===== src/budgeted_task_dispatcher_defines.svh =====
// ---------------------------------------------------------------------------
// Assertion macros shared by the dispatcher RTL.
// ---------------------------------------------------------------------------
`ifndef BUDGETED_TASK_DISPATCHER_DEFINES_SVH
`define BUDGETED_TASK_DISPATCHER_DEFINES_SVH

// Same-cycle implication, disabled while reset is held.
`define BTD_ASSERT_IMP(lbl, clk, rst_n, ante, cons) \
    lbl: assert property (@(posedge clk) disable iff (!(rst_n)) (ante) |-> (cons)) \
        else $error("budgeted_task_dispatcher check failed");

// Next-cycle implication, disabled while reset is held.
`define BTD_ASSERT_NXT(lbl, clk, rst_n, ante, cons) \
    lbl: assert property (@(posedge clk) disable iff (!(rst_n)) (ante) |=> (cons)) \
        else $error("budgeted_task_dispatcher check failed");

`endif


===== src/btd_pkg.sv =====
// ---------------------------------------------------------------------------
// btd_pkg
// Command, event and register codes and the slot entry type.
// ---------------------------------------------------------------------------
`default_nettype none

package btd_pkg;

    localparam logic [1:0] CMD_LOAD   = 2'd0;
    localparam logic [1:0] CMD_START  = 2'd1;
    localparam logic [1:0] CMD_TICK   = 2'd2;
    localparam logic [1:0] CMD_FINISH = 2'd3;

    localparam logic [1:0] EV_DISPATCH    = 2'd0;
    localparam logic [1:0] EV_DONE        = 2'd1;
    localparam logic [1:0] EV_NO_INSTANCE = 2'd2;

    localparam logic [1:0] CFG_CPU_BUDGET = 2'd0;
    localparam logic [1:0] CFG_MEM_BUDGET = 2'd1;
    localparam logic [1:0] CFG_THREAD_LIM = 2'd2;
    localparam logic [1:0] CFG_RUN_TICKS  = 2'd3;

    // Per-slot costs and period, kept in the slot store.
    typedef struct packed {
        logic [15:0] cpu;
        logic [15:0] mem;
        logic [15:0] period;
    } t_slot_entry;

endpackage

`default_nettype wire


===== src/btd_slot_store.sv =====
// ---------------------------------------------------------------------------
// btd_slot_store
// Slot cost memory and next-eligible time memory, one registered read port.
// ---------------------------------------------------------------------------
`default_nettype none

module btd_slot_store
    import btd_pkg::*;
#(
    parameter int SLOTS = 16,
    localparam int IW = $clog2(SLOTS)
) (
    input  wire                 i_clk,
    input  wire                 i_par_we,
    input  wire  [IW-1:0]       i_par_addr,
    input  wire  t_slot_entry   i_par_data,
    input  wire                 i_ne_we,
    input  wire  [IW-1:0]       i_ne_addr,
    input  wire  [31:0]         i_ne_data,
    input  wire  [IW-1:0]       i_rd_addr,
    output t_slot_entry         o_rd_par,
    output logic [31:0]         o_rd_ne
);

    t_slot_entry par_mem [SLOTS];
    logic [31:0] ne_mem  [SLOTS];

    always_ff @(posedge i_clk) begin
        if (i_par_we) begin
            par_mem[i_par_addr] <= i_par_data;
        end
        if (i_ne_we) begin
            ne_mem[i_ne_addr] <= i_ne_data;
        end
        o_rd_par <= par_mem[i_rd_addr];
        o_rd_ne  <= ne_mem[i_rd_addr];
    end

endmodule

`default_nettype wire


===== src/budgeted_task_dispatcher.sv =====
// ---------------------------------------------------------------------------
// budgeted_task_dispatcher
// Admission scheduler: dispatches loaded slots against cpu, memory and
// thread budgets, one slot per cycle through a shared fit/charge unit.
// Input beats (i_valid/o_stall) carry load, start, tick and finish commands;
// one command is taken at a time and o_stall stays high until its last
// result beat is in the output register. Result beats (o_valid/i_stall)
// leave from that register; o_last marks the closing beat of a command.
// Configuration (i_cfg_valid/o_cfg_ready) is always ready; write it idle.
// Load, start and a tick at or past the run limit go to ST_DONE, finish to
// ST_FIN; that state puts the single beat in the output register once it is
// free and returns to idle, where the next command is taken.
// A tick before the limit scans every slot twice (one-shots, then daemons)
// at one slot per cycle, unless held by a stall, through a read-ahead slot
// memory, then goes to ST_DONE for its closing beat; the next command is
// taken once the block is back in idle.
// Receiver stall holds the scan on the slot that wants to dispatch.
// Reset (synchronous, active low) clears budgets, totals, slot valid,
// pending and instance counts; no clearing pass is needed.
// ---------------------------------------------------------------------------
`default_nettype none
`include "budgeted_task_dispatcher_defines.svh"

module budgeted_task_dispatcher
    import btd_pkg::*;
#(
    parameter int SLOTS    = 16,
    parameter int POOL_MAX = 8
) (
    input  wire         i_clk,
    input  wire         i_rst_n,
    // command channel
    input  wire         i_valid,
    output logic        o_stall,
    input  wire  [1:0]  i_cmd,
    input  wire  [3:0]  i_slot,
    input  wire         i_is_daemon,
    input  wire  [15:0] i_cpu_cost,
    input  wire  [15:0] i_mem_cost,
    input  wire  [15:0] i_period_ticks,
    // result channel
    output logic        o_valid,
    input  wire         i_stall,
    output logic [1:0]  o_event_res,
    output logic [3:0]  o_slot_out,
    output logic [18:0] o_cpu_in_use,
    output logic [18:0] o_memory_in_use,
    output logic [3:0]  o_running_now,
    output logic        o_run_over,
    output logic        o_last,
    // configuration channel
    input  wire         i_cfg_valid,
    output logic        o_cfg_ready,
    input  wire  [1:0]  i_cfg_index,
    input  wire  [31:0] i_cfg_data
);

    localparam int         IW       = $clog2(SLOTS);
    localparam logic [3:0] POOL_LIM = 4'(POOL_MAX);
    localparam logic [IW-1:0] LAST_IDX = IW'(SLOTS - 1);

    typedef enum logic [1:0] {
        ST_IDLE,
        ST_SCAN,
        ST_FIN,
        ST_DONE
    } t_state;

    // control state
    t_state             r_state,  n_state;
    logic [19:0]        r_cpu_budget, n_cpu_budget;
    logic [19:0]        r_mem_budget, n_mem_budget;
    logic [3:0]         r_thread_lim, n_thread_lim;
    logic [31:0]        r_run_ticks,  n_run_ticks;
    logic [SLOTS-1:0]   r_valid,   n_valid;
    logic [SLOTS-1:0]   r_pending, n_pending;
    logic [SLOTS-1:0]   r_ne_set,  n_ne_set;
    logic [3:0]         r_inst_cnt [SLOTS];
    logic [3:0]         n_inst_cnt [SLOTS];
    logic [19:0]        r_used_cpu, n_used_cpu;
    logic [19:0]        r_used_mem, n_used_mem;
    logic [3:0]         r_running_total, n_running_total;
    logic [31:0]        r_tick, n_tick;
    logic [IW-1:0]      r_idx, n_idx;
    logic               r_pass, n_pass;
    logic               r_out_valid, n_out_valid;

    // payload
    logic [SLOTS-1:0]   r_daemon, n_daemon;
    logic [3:0]         r_slot, n_slot;
    logic [3:0]         r_done_slot, n_done_slot;
    logic [1:0]         r_out_event, n_out_event;
    logic [3:0]         r_out_slot, n_out_slot;
    logic [18:0]        r_out_cpu, n_out_cpu;
    logic [18:0]        r_out_mem, n_out_mem;
    logic [3:0]         r_out_running, n_out_running;
    logic               r_out_over, n_out_over;
    logic               r_out_last, n_out_last;

    // slot store
    logic               par_we;
    t_slot_entry        par_data;
    logic               ne_we;
    logic [31:0]        ne_data;
    logic [IW-1:0]      rd_addr;
    t_slot_entry        rd_par;
    logic [31:0]        rd_ne;

    btd_slot_store #(
        .SLOTS(SLOTS)
    ) u_store (
        .i_clk      (i_clk),
        .i_par_we   (par_we),
        .i_par_addr (IW'(i_slot)),
        .i_par_data (par_data),
        .i_ne_we    (ne_we),
        .i_ne_addr  (r_idx),
        .i_ne_data  (ne_data),
        .i_rd_addr  (rd_addr),
        .o_rd_par   (rd_par),
        .o_rd_ne    (rd_ne)
    );

    // shared fit / charge unit, fed from the registered read data
    logic [3:0]   thr_lim;
    logic [20:0]  sum_cpu, sum_mem;
    logic         fits;
    logic [31:0]  ne_eff;
    logic [32:0]  next_time;
    logic         cand, disp, can_emit;
    logic         in_ok, fin_ok;
    logic [IW-1:0] in_idx, fin_idx;
    logic         e_load;
    logic [1:0]   e_event;
    logic [3:0]   e_slot;
    logic         e_last;

    assign thr_lim   = (r_thread_lim < POOL_LIM) ? r_thread_lim : POOL_LIM;
    assign sum_cpu   = {1'b0, r_used_cpu} + 21'(rd_par.cpu);
    assign sum_mem   = {1'b0, r_used_mem} + 21'(rd_par.mem);
    assign fits      = (r_running_total < thr_lim) &&
                       (sum_cpu <= {1'b0, r_cpu_budget}) &&
                       (sum_mem <= {1'b0, r_mem_budget});
    assign ne_eff    = r_ne_set[r_idx] ? rd_ne : 32'd0;
    assign next_time = {1'b0, r_tick} + 33'(rd_par.period);
    assign cand      = r_pass ?
                       (r_valid[r_idx] && r_daemon[r_idx] && (r_tick >= ne_eff)) :
                       (r_valid[r_idx] && !r_daemon[r_idx] && r_pending[r_idx]);
    assign disp      = cand && fits;
    assign can_emit  = !r_out_valid || !i_stall;

    assign in_idx    = IW'(i_slot);
    assign in_ok     = ({28'd0, i_slot} < 32'(SLOTS));
    assign fin_idx   = IW'(r_slot);
    assign fin_ok    = ({28'd0, r_slot} < 32'(SLOTS)) && (r_inst_cnt[fin_idx] != 4'd0);

    assign par_data.cpu    = i_cpu_cost;
    assign par_data.mem    = i_mem_cost;
    assign par_data.period = i_period_ticks;
    assign ne_data         = next_time[32] ? 32'hFFFF_FFFF : next_time[31:0];

    always_comb begin
        n_state         = r_state;
        n_cpu_budget    = r_cpu_budget;
        n_mem_budget    = r_mem_budget;
        n_thread_lim    = r_thread_lim;
        n_run_ticks     = r_run_ticks;
        n_valid         = r_valid;
        n_pending       = r_pending;
        n_ne_set        = r_ne_set;
        n_inst_cnt      = r_inst_cnt;
        n_used_cpu      = r_used_cpu;
        n_used_mem      = r_used_mem;
        n_running_total = r_running_total;
        n_tick          = r_tick;
        n_idx           = r_idx;
        n_pass          = r_pass;
        n_daemon        = r_daemon;
        n_slot          = r_slot;
        n_done_slot     = r_done_slot;
        par_we          = 1'b0;
        ne_we           = 1'b0;
        rd_addr         = '0;
        e_load          = 1'b0;
        e_event         = EV_DONE;
        e_slot          = r_done_slot;
        e_last          = 1'b1;

        // register writes
        if (i_cfg_valid) begin
            case (i_cfg_index)
                CFG_CPU_BUDGET: n_cpu_budget = i_cfg_data[19:0];
                CFG_MEM_BUDGET: n_mem_budget = i_cfg_data[19:0];
                CFG_THREAD_LIM: n_thread_lim = i_cfg_data[3:0];
                CFG_RUN_TICKS:  n_run_ticks  = i_cfg_data;
                default: ;
            endcase
        end

        case (r_state)
            ST_IDLE: begin
                if (i_cmd == CMD_FINISH) begin
                    rd_addr = in_idx;
                end
                if (i_valid) begin
                    n_done_slot = 4'd0;
                    case (i_cmd)
                        CMD_LOAD: begin
                            // a busy slot keeps its costs so finish returns them
                            if (in_ok && (r_inst_cnt[in_idx] == 4'd0)) begin
                                par_we           = 1'b1;
                                n_valid[in_idx]  = 1'b1;
                                n_daemon[in_idx] = i_is_daemon;
                            end
                            n_done_slot = i_slot;
                            n_state     = ST_DONE;
                        end
                        CMD_START: begin
                            n_tick    = 32'd0;
                            n_pending = r_valid & ~r_daemon;
                            n_ne_set  = '0;
                            n_state   = ST_DONE;
                        end
                        CMD_TICK: begin
                            if (r_tick < r_run_ticks) begin
                                n_idx   = '0;
                                n_pass  = 1'b0;
                                n_state = ST_SCAN;
                            end else begin
                                n_state = ST_DONE;
                            end
                        end
                        CMD_FINISH: begin
                            n_slot  = i_slot;
                            n_state = ST_FIN;
                        end
                        default: n_state = ST_DONE;
                    endcase
                end
            end

            ST_SCAN: begin
                if (disp && !can_emit) begin
                    // hold this slot until the result register frees
                    rd_addr = r_idx;
                end else begin
                    if (disp) begin
                        n_used_cpu        = sum_cpu[19:0];
                        n_used_mem        = sum_mem[19:0];
                        n_running_total   = r_running_total + 4'd1;
                        n_inst_cnt[r_idx] = r_inst_cnt[r_idx] + 4'd1;
                        if (r_pass) begin
                            ne_we           = 1'b1;
                            n_ne_set[r_idx] = 1'b1;
                        end else begin
                            n_pending[r_idx] = 1'b0;
                        end
                        e_load  = 1'b1;
                        e_event = EV_DISPATCH;
                        e_slot  = 4'(r_idx);
                        e_last  = 1'b0;
                    end
                    if (r_idx == LAST_IDX) begin
                        if (!r_pass) begin
                            n_pass  = 1'b1;
                            n_idx   = '0;
                            rd_addr = '0;
                        end else begin
                            n_tick  = r_tick + 32'd1;
                            n_state = ST_DONE;
                        end
                    end else begin
                        n_idx   = r_idx + IW'(1);
                        rd_addr = r_idx + IW'(1);
                    end
                end
            end

            ST_FIN: begin
                // keep the finished slot's costs on the read port while stalled
                rd_addr = fin_idx;
                if (can_emit) begin
                    e_load = 1'b1;
                    e_slot = r_slot;
                    if (fin_ok) begin
                        n_inst_cnt[fin_idx] = r_inst_cnt[fin_idx] - 4'd1;
                        n_used_cpu = (r_used_cpu >= 20'(rd_par.cpu)) ?
                                     r_used_cpu - 20'(rd_par.cpu) : 20'd0;
                        n_used_mem = (r_used_mem >= 20'(rd_par.mem)) ?
                                     r_used_mem - 20'(rd_par.mem) : 20'd0;
                        if (r_running_total != 4'd0) begin
                            n_running_total = r_running_total - 4'd1;
                        end
                    end else begin
                        e_event = EV_NO_INSTANCE;
                    end
                    n_state = ST_IDLE;
                end
            end

            ST_DONE: begin
                if (can_emit) begin
                    e_load  = 1'b1;
                    n_state = ST_IDLE;
                end
            end

            default: n_state = ST_IDLE;
        endcase

        // result register: load a new beat or drop the one taken
        n_out_event   = r_out_event;
        n_out_slot    = r_out_slot;
        n_out_cpu     = r_out_cpu;
        n_out_mem     = r_out_mem;
        n_out_running = r_out_running;
        n_out_over    = r_out_over;
        n_out_last    = r_out_last;
        n_out_valid   = r_out_valid && i_stall;
        if (e_load) begin
            n_out_valid   = 1'b1;
            n_out_event   = e_event;
            n_out_slot    = e_slot;
            n_out_cpu     = n_used_cpu[18:0];
            n_out_mem     = n_used_mem[18:0];
            n_out_running = n_running_total;
            n_out_over    = (r_tick >= r_run_ticks);
            n_out_last    = e_last;
        end
    end

    always_ff @(posedge i_clk) begin
        if (!i_rst_n) begin
            r_state         <= ST_IDLE;
            r_cpu_budget    <= '0;
            r_mem_budget    <= '0;
            r_thread_lim    <= '0;
            r_run_ticks     <= '0;
            r_valid         <= '0;
            r_pending       <= '0;
            r_ne_set        <= '0;
            r_inst_cnt      <= '{default: '0};
            r_used_cpu      <= '0;
            r_used_mem      <= '0;
            r_running_total <= '0;
            r_tick          <= '0;
            r_idx           <= '0;
            r_pass          <= 1'b0;
            r_out_valid     <= 1'b0;
        end else begin
            r_state         <= n_state;
            r_cpu_budget    <= n_cpu_budget;
            r_mem_budget    <= n_mem_budget;
            r_thread_lim    <= n_thread_lim;
            r_run_ticks     <= n_run_ticks;
            r_valid         <= n_valid;
            r_pending       <= n_pending;
            r_ne_set        <= n_ne_set;
            r_inst_cnt      <= n_inst_cnt;
            r_used_cpu      <= n_used_cpu;
            r_used_mem      <= n_used_mem;
            r_running_total <= n_running_total;
            r_tick          <= n_tick;
            r_idx           <= n_idx;
            r_pass          <= n_pass;
            r_out_valid     <= n_out_valid;
        end
        r_daemon      <= n_daemon;
        r_slot        <= n_slot;
        r_done_slot   <= n_done_slot;
        r_out_event   <= n_out_event;
        r_out_slot    <= n_out_slot;
        r_out_cpu     <= n_out_cpu;
        r_out_mem     <= n_out_mem;
        r_out_running <= n_out_running;
        r_out_over    <= n_out_over;
        r_out_last    <= n_out_last;
    end

    assign o_stall         = (r_state != ST_IDLE);
    assign o_cfg_ready     = 1'b1;
    assign o_valid         = r_out_valid;
    assign o_event_res     = r_out_event;
    assign o_slot_out      = r_out_slot;
    assign o_cpu_in_use    = r_out_cpu;
    assign o_memory_in_use = r_out_mem;
    assign o_running_now   = r_out_running;
    assign o_run_over      = r_out_over;
    assign o_last          = r_out_last;

    // never more instances than the pool allows
    `BTD_ASSERT_IMP(a_pool_bound, i_clk, i_rst_n, 1'b1, r_running_total <= POOL_LIM)
    // an accepted command always makes the block busy, raising o_stall
    `BTD_ASSERT_NXT(a_busy_after_accept, i_clk, i_rst_n, i_valid && !o_stall, o_stall)
    // a dispatch beat reports the instance it just charged
    `BTD_ASSERT_IMP(a_dispatch_running, i_clk, i_rst_n, o_valid && (o_event_res == EV_DISPATCH), (o_running_now != 4'd0) && !o_last)

endmodule

`default_nettype wire


===== config.mk =====
export PLATFORM = sky130hd
export DESIGN_NAME = budgeted_task_dispatcher
export DESIGN_NICKNAME = d
export VERILOG_FILES = /design/src/btd_pkg.sv /design/src/btd_slot_store.sv /design/src/budgeted_task_dispatcher.sv
export VERILOG_INCLUDE_DIRS = /design/src /design/src/src
export SDC_FILE = /design/constraint.sdc
export NUM_CORES = 2
export LEC_CHECK = 0
export ABC_AREA = 1
export ABC_CLOCK_PERIOD_IN_PS = 7900
export BUFFER_PORTS_ARGS = -buffer_cell sky130_fd_sc_hd__buf_2
export CAP_MARGIN = 20
export CORE_ASPECT_RATIO = 0.9
export CORE_MARGIN = 4
export CORE_UTILIZATION = 60
export CTS_CLUSTER_SIZE = 25
export DETAILED_ROUTE_END_ITERATION = 8
export GPL_TIMING_DRIVEN = 0
export HOLD_SLACK_MARGIN = 0.03
export PLACE_DENSITY = 0.85
export SETUP_SLACK_MARGIN = 0.1
export SYNTH_ARGS = -nofsm -noshare
export SYNTH_HDL_FRONTEND = slang
export SYNTH_SLANG_ARGS = --single-unit
export TNS_END_PERCENT = 100

===== constraint.sdc =====
create_clock -name i_clk -period 7.9 [get_ports i_clk]
set_input_delay 1.185 -clock i_clk [delete_from_list [all_inputs] [get_ports i_clk]]
set_output_delay 1.185 -clock i_clk [all_outputs]
set_load 0.05 [all_outputs]

Word level (Yosys, flattened, before mapping)
Memory sizes are Yosys's and may differ from the RTL's. A register that Yosys moved wholly into a read port is not among the register bits.
Cells that the tools add are included.
{"block": "op_classes", "n_addsub": 11, "order_cmp": 18, "n_eq_ne": 23, "n_mux": 125, "n_bitwise": 10, "reduce_logical": 44}
{"operator": "$mux 64", "count": 4}
{"operator": "$mux 32", "count": 7}
{"operator": "$mux 20", "count": 10}
{"operator": "$mux 16", "count": 10}
{"operator": "$bwmux 64", "count": 2}
{"operator": "$pmux 64 s2", "count": 1}
{"operator": "$mux 4", "count": 26}
{"operator": "$pmux 20 s2", "count": 2}
{"operator": "$ge 32x32->1", "count": 2}
{"operator": "$pmux 16 s2", "count": 2}
{"operator": "$pmux 32 s2", "count": 1}
{"operator": "$bmux 4 s4", "count": 3}
{"operator": "$add 20x16->21", "count": 2}
{"operator": "$le 21x20->1", "count": 2}
{"operator": "$ge 20x16->1", "count": 2}
{"operator": "$sub 20x16->20", "count": 2}
{"operator": "$add 32x16->33", "count": 1}
{"operator": "$add 32x1->32 const B", "count": 1}
{"operator": "$and 16x16->16", "count": 2}
{"operator": "$demux 4 s4", "count": 2}
{"operator": "$lt 32x32->1", "count": 1}
{"operator": "$not 16->16", "count": 2}
{"operator": "$or 16x16->16", "count": 2}
{"operator": "$mux 1", "count": 31}
{"operator": "other kinds (38)", "count": 111}
{"block": "word_totals", "ff_bits": 346, "ram_bits": 1280, "input_bits": 94, "out_inout_bits": 53, "elab_cells": 276, "memories": 2}
{"memory": "u_store.par_mem", "words": 16, "width": 48, "rd": 1, "rd_clocked_by_memory_dff": 1, "write_ports": 1, "line_no": "btd_slot_store.sv:25", "source": "t_slot_entry par_mem [SLOTS];"}
{"memory": "u_store.ne_mem", "words": 16, "width": 32, "rd": 1, "rd_clocked_by_memory_dff": 1, "write_ports": 1, "line_no": "btd_slot_store.sv:26", "source": "logic [31:0] ne_mem [SLOTS];"}

Depth between registers and ports, before layout
{"block": "logic_depth", "depth_word": 12, "ltp_mapped": 39, "ltp_nobuf": 37}

Hierarchy
A second synthesis with hierarchy kept.
{"block": "hier_totals", "hier_cells": 9227, "area_unflattened_um2": 81897.3}
{"module": "btd_slot_store", "n_inst": 1, "cells_per_inst": 5286, "area_each_um2": 56272.7, "seq_area_each_um2": 40038.4}
{"module": "budgeted_task_dispatcher", "n_inst": 1, "cells_per_inst": 3941, "area_each_um2": 25624.6, "seq_area_each_um2": 7667.4}

Least setup slack after synthesis
Ideal clock, no wire load.
{"block": "synth_path", "path_kind": "flip-flop to flip-flop", "start": "register r_idx[0]", "end": "memory u_store.ne_mem[15][0], enable pin", "setup_ns": 0.461, "t_arrival_ns": 5.933, "required_time_ns": 7.439, "slack_ns": 1.506, "path_stages_with_launch": 26, "n_path_buf": 6, "synth_period_minus_slack_ns": 6.394, "path_cell_list": "dfxtp_1 inv_2 buf_2 buf_2 clkbuf_1 clkbuf_1 a21oi_1 o21ai_0 a21oi_1 or4_1 clkbuf_1 clkbuf_1 nand2_1 ha_1 nand2_1 nor3_1 nand3_1 nor2_1 nand4_1 nand3_1 nand2_1 nand2_1 nand3_2 nor2_2 inv_1 nor3_1"}
{"block": "synth_via", "elab_chain_cells": 12, "elab_cells_between_ends": 23, "cone_classes": "order compare (1); mux (15); reduce/logical (7)"}
{"item": "from (decl)", "line_no": "budgeted_task_dispatcher.sv:84", "source": "logic [IW-1:0] r_idx, n_idx;"}
{"item": "from (signal assigned)", "line_no": "budgeted_task_dispatcher.sv:364", "source": "r_idx <= n_idx;"}
{"item": "$bmux 1 s4 (on tied branches)", "line_no": "budgeted_task_dispatcher.sv:144, budgeted_task_dispatcher.sv:147, budgeted_task_dispatcher.sv:148"}
{"item": "$mux 1 (on tied branches)", "line_no": "budgeted_task_dispatcher.sv:144, budgeted_task_dispatcher.sv:147, budgeted_task_dispatcher.sv:148"}
{"item": "$mux 32 or $logic_not 1->1 (tied branches)", "line_no": "budgeted_task_dispatcher.sv:144, budgeted_task_dispatcher.sv:148"}
{"item": "$ge 32x32->1 or $logic_and 1x1->1 (tied branches)", "line_no": "budgeted_task_dispatcher.sv:147, budgeted_task_dispatcher.sv:148"}
{"item": "$logic_and 1x1->1 (on tied branches)", "line_no": "budgeted_task_dispatcher.sv:147, budgeted_task_dispatcher.sv:148"}
{"item": "$mux 1", "line_no": "budgeted_task_dispatcher.sv:146", "source": "assign cand = r_pass ?"}
{"item": "$logic_and 1x1->1", "line_no": "budgeted_task_dispatcher.sv:149", "source": "assign disp = cand && fits;"}
{"item": "$mux 1 or $logic_and 1x1->1 (tied branches)", "line_no": "budgeted_task_dispatcher.sv:247, budgeted_task_dispatcher.sv:243"}
{"item": "$mux 1", "line_no": "budgeted_task_dispatcher.sv:243", "source": "if (disp && !can_emit) begin"}
{"item": "$mux 1", "line_no": "budgeted_task_dispatcher.sv:200", "source": "case (r_state)"}
{"item": "$mux 1", "line_no": "btd_slot_store.sv:32", "source": "if (i_ne_we) begin"}
{"item": "$mux 1 (implied by the code)", "line_no": "btd_slot_store.sv:33", "source": "ne_mem[i_ne_addr] <= i_ne_data;"}
{"item": "to (decl)", "line_no": "btd_slot_store.sv:26"}
Several ways; a longest one is shown, not always the timed one. The select of a mux whose other input is x is not followed.

Final worst setup path
{"block": "layout_path", "start": "register r_idx[1]", "end": "register, netlist name u_store.o_rd_par[32]"}
{"block": "layout_via", "elab_chain_cells": 10, "elab_cells_between_ends": 23, "cone_classes": "add/sub (1); order compare (1); eq/ne (1); mux (13); reduce/logical (7)"}
{"item": "$bmux 1 s4 (on tied branches)", "line_no": "budgeted_task_dispatcher.sv:144, budgeted_task_dispatcher.sv:147, budgeted_task_dispatcher.sv:148"}
{"item": "$mux 1 (on tied branches)", "line_no": "budgeted_task_dispatcher.sv:144, budgeted_task_dispatcher.sv:147, budgeted_task_dispatcher.sv:148"}
{"item": "$mux 32 or $logic_not 1->1 (tied branches)", "line_no": "budgeted_task_dispatcher.sv:144, budgeted_task_dispatcher.sv:148"}
{"item": "$ge 32x32->1 or $logic_and 1x1->1 (tied branches)", "line_no": "budgeted_task_dispatcher.sv:147, budgeted_task_dispatcher.sv:148"}
{"item": "$logic_and 1x1->1 (on tied branches)", "line_no": "budgeted_task_dispatcher.sv:147, budgeted_task_dispatcher.sv:148"}
{"item": "$mux 1", "line_no": "budgeted_task_dispatcher.sv:146"}
{"item": "$logic_and 1x1->1", "line_no": "budgeted_task_dispatcher.sv:149"}
{"item": "$logic_and 1x1->1", "line_no": "budgeted_task_dispatcher.sv:243"}
{"item": "$mux 4 *", "line_no": "budgeted_task_dispatcher.sv:243"}
{"item": "$pmux 4 s3 *", "line_no": "budgeted_task_dispatcher.sv:200"}
Every way passes the cells marked *; elsewhere a longest branch is shown, timed or not. The select of a mux whose other input is x is not followed.
A chain may end at the register's enable or synchronous reset.

==> flow_summary_export.csv <==
group,metric,value,unit
power_and_ir_drop,p_sw_frac,0.424,
grt,antenna_found_initial,20,
clock_network,htreeDepth,4,
timing,period_needed,7.59,ns
hold_path,hold_path_class,"reg2reg",
timing,final_max_slew_viol_count,0,
detailed_routing,vias_per_cell,6.22,
cells_and_area,final_cell_area,92100,um^2
power_and_ir_drop,seqPwrFrac,0.335,
synth,synthesis.nets,9042,
run_status,status,"finished, violations left",
die,start_util,0.606,
die,die-area,143000,um^2
power_and_ir_drop,p_int,18400,uW
critical_path,cpMostUsedCell,"nand2_1",
cells_and_area,nets,9404,
critical_path,path_max_fanout,19,
power_and_ir_drop,p_leak,0.0385,uW
timing,timing.fmax,132,MHz
timing,slew_headroom,0.183,
grt,track_usage,0.382,
placement,port_buffers,144,
power_and_ir_drop,p_comb_frac,0.406,
timing,hold_ws,0.449,ns
critical_path,slowest_stage,"or4_4",
placement,dpl.hpwl,191000,um
die,fp-row-count,128,
placement,routabilityCongestion,0.992,
die,core,136000,um^2
synth,synth-seq-area-share,0.580,
detailed_routing,dr.pass1.iters,9,
critical_path,r2r_start,"r_idx[1]",
cells_and_area,final-instance-count-excl-fill,11100,
grt,busiest_layer,"met2",
critical_path,path_delay_family,"simple AND/OR/NAND/NOR gates",
power_and_ir_drop,power.share.clock,0.259,
power_and_ir_drop,power,32000,uW
job,maxCapViolations,0,
timing,post-route-period-util,0.960,
critical_path,ff2ff_setup_slack,0.31,ns
synth,ys.flop_type,"edfxtp_1",
die,ios,147,
critical_path,crit_cells,27,
synth,synth_area_per_cell,9.41,um^2
timing,clock_skew,0.0653,ns
timing,finalHoldViolCount,0,
grt,grt-ovfl-total,0,
cells_and_area,drive_above_1_share,0.0851,
cells_and_area,syn2layout_area_growth,12.0,%
critical_path,critPathArrivalTime,8.29,ns
synth,synth_area,82300,um^2
synth,ys_types,66,
power_and_ir_drop,ir_drop,0.000240,V
grt,met1_usage,0.511,
placement,place_area,86200,um^2
die,die_y,359,um
critical_path,rr_endpoint,"u_store.o_rd_par[32]",
grt,first_global_vias,64700,
detailed_routing,vias,68900,
critical_path,cpPeakStageDelay,0.68,ns
detailed_routing,antenna_left,0,
critical_path,crit_end,"u_store.o_rd_par[32]",
detailed_routing,wirelength,280000,um
clock_network,clk_pin_slew_worst_paths,0.07,ns
grt,grt_start_max_net_pins,49,
synth,synthArstFlopShare,0,
critical_path,crit_type,"reg2reg",
synth,netlist_instances,8742,
clock_network,cts_buffer_depth,3,
clock_network,clock-sinks,1706,
clock_network,cts_made_buffers,170,
timing,rsz0062_at_grt,"false",
placement,placed_cells,10700,
critical_path,rr_worst_depth,27,
synth,synth_warnings,0,
synth,synth_edf_count,1354,
grt,grt.met3_usage,0.0949,
grt,use_met2,0.577,
critical_path,start_kind,"flip-flop",
power_and_ir_drop,p_switching,13600,uW
critical_path,endpoint_kind,"flip-flop",
synth,ys_ff_latch,1706,
clock_network,cts_tree,"done",
grt,grt_pass1_wl,406000,um
critical_path,cp.required,8.60,ns
timing,tightest_slew,1.23,ns
detailed_routing,route.detailed.drc,2,
die,die_width,398,um
detailed_routing,drtIter0Drc,11700,
detailed_routing,routedWlPerCell,25.3,um
timing,setup_viol,0,
run_status,violations,"DRC",
critical_path,crit_path_start,"r_idx[1]",
clock_network,clock_latency,0.85,ns
power_and_ir_drop,powerDensity,347,nW/um^2
critical_path,cp_num_buf_inv,5,
clock_network,cts-root-buf,"clkbuf_16",
[power by group through the flow]
stage | Combinational, uW | Clock, uW | Sequential [uW]
6_report | 13000 | 8300 | 10700
5_1_grt | 13800 | 8690 | 10700
4_1_cts | 12400 | 8310 | 10700
3_5_place_dp | 12300 | 0 | 10900
3_3_place_gp | 11900 | 0 | 10900
2_1_floorplan | 7490 | 0 | 11000
[final cells by class]
cell class                      count  area (um^2)
Antenna cell                       11         27.5
Buffer                            488         2460
Clock buffer                      215         4570
Clock inverter                    101         1140
Fill cell                        9986        43700
Inverter                         1541         5790
Multi-Input combinational cell   5000        26500
Sequential cell                  1706        47700
Tap cell                         1820         2280
Timing Repair Buffer              197         1690
[layer usage]
layer / vias to the layer above / part of all wire
met4: 8 / 0.063
met5: - / 0.00017
met3: 1002 / 0.14
li1: 30300 / -
met2: 5342 / 0.44
met1: 32200 / 0.36
[how the worst min path moves through the flow]
stage / endpoint / start / cells past startpoint / slack [ns]
3_5_place_dp: r_ne_set[7] / r_ne_set[7] / 2 / 0.44
5_1_grt: r_ne_set[7] / r_ne_set[7] / 2 / 0.46
3_3_place_gp: r_ne_set[12] / r_ne_set[12] / 2 / 0.43
4_1_cts: r_ne_set[7] / r_ne_set[7] / 2 / 0.45
6_report: r_ne_set[7] / r_ne_set[7] / 2 / 0.45
2_1_floorplan: r_thread_lim[1] / r_thread_lim[1] / 2 / 0.42
[cell families (layout without fill, tap and decap cells)]
| family | count (synthesis) | in the layout | synth area share |
|---|---|---|---|
| compound gates | 974 | 974 | 0.0665 |
| xor+xnor | 75 | 75 | 0.00798 |
| buf+inv | 2036 | 2542 | 0.100 |
| other cells | 1 | 12 | 0.0000456 |
| simple gates | 3744 | 3744 | 0.214 |
| flops | 1706 | 1706 | 0.580 |
| fa+ha+maj | 206 | 206 | 0.0318 |
[state kept, by name, indices dropped and copies added, names as in the netlist, 19 cells and up]
name              flops
u_store.par_mem     768
u_store.ne_mem      512
r_inst_cnt           64
u_store.o_rd_par     48
r_run_ticks          32
r_tick               32
u_store.o_rd_ne      32
r_cpu_budget         20
r_mem_budget         20
r_used_cpu           20
r_used_mem           20
o_cpu_in_use         19
o_memory_in_use      19
[repair_timing]
| item | 4_1_cts | 5_1_grt |
|---|---|---|
| endpoints found under the setup margin | 605 | 605 |
| cloned | 0 | 0 |
| hold buffers | 0 | 0 |
| buffers inserted | 11 | 0 |
| gates resized for setup | 8 | 16 |
| pin swaps | 11 | 0 |
[Yosys cell counts, types with 8 or more instances]
master | count | area (um^2)
o22ai_1 | 98 | 613
a311oi_1 | 11 | 96.3
ha_1 | 201 | 2510
nor3_1 | 59 | 295
o21bai_1 | 14 | 105
a22oi_1 | 12 | 90.1
o41ai_1 | 16 | 140
nand4_1 | 46 | 288
inv_2 | 13 | 48.8
a21o_1 | 8 | 60.1
or2_2 | 15 | 93.8
xnor2_1 | 9 | 78.8
buf_2 | 176 | 881
xor2_1 | 66 | 578
dfxtp_1 | 352 | 7050
nor4_1 | 11 | 68.8
clkbuf_1 | 233 | 875
edfxtp_1 | 1354 | 40700
nand2_1 | 1267 | 4760
inv_1 | 1524 | 5720
a211oi_1 | 8 | 60.1
buf_6 | 25 | 282
nand3_1 | 1810 | 9060
a31oi_1 | 29 | 181
nor2_1 | 264 | 991
buf_4 | 46 | 345
o211ai_1 | 9 | 67.6
nand3b_1 | 246 | 1850
buf_1 | 14 | 52.6
o21ai_0 | 294 | 1470
a21oi_1 | 416 | 2080
[placed cells by master, fill, tap and decap left out, types with 31 or more instances in the layout]
cell type,instances
nand4_1,46
clkinv_1,38
nor3_1,58
inv_1,1507
xor2_1,66
a21oi_1,416
clkbuf_1,251
o21ai_0,293
nor2_1,249
nand3b_1,246
clkbuf_16,171
buf_6,31
dfxtp_1,352
buf_2,312
edfxtp_1,1354
buf_4,54
o22ai_1,98
nand2_1,1266
ha_1,201
nand3_1,1810
buf_12,33
[metrics by stage]
step	setup TNS (ns)	setup slack, ns	utilization
6_report	0	0.313	0.678
5_1_grt	0	0.138	0.678
4_1_cts	0	0.106	0.678
3_5_place_dp	-388.23	-1.03	0.635
3_3_place_gp	-1354.62	-3.47	0.628
2_1_floorplan	0	1.51	-
[tightest hold or removal path, delay by kind of cell (launching register included)]
family          cells  cell delay [ns]
compound gates      1             0.05
buf+inv             1             0.04
flops               1             0.31
(Power assumes the default switching activity.)
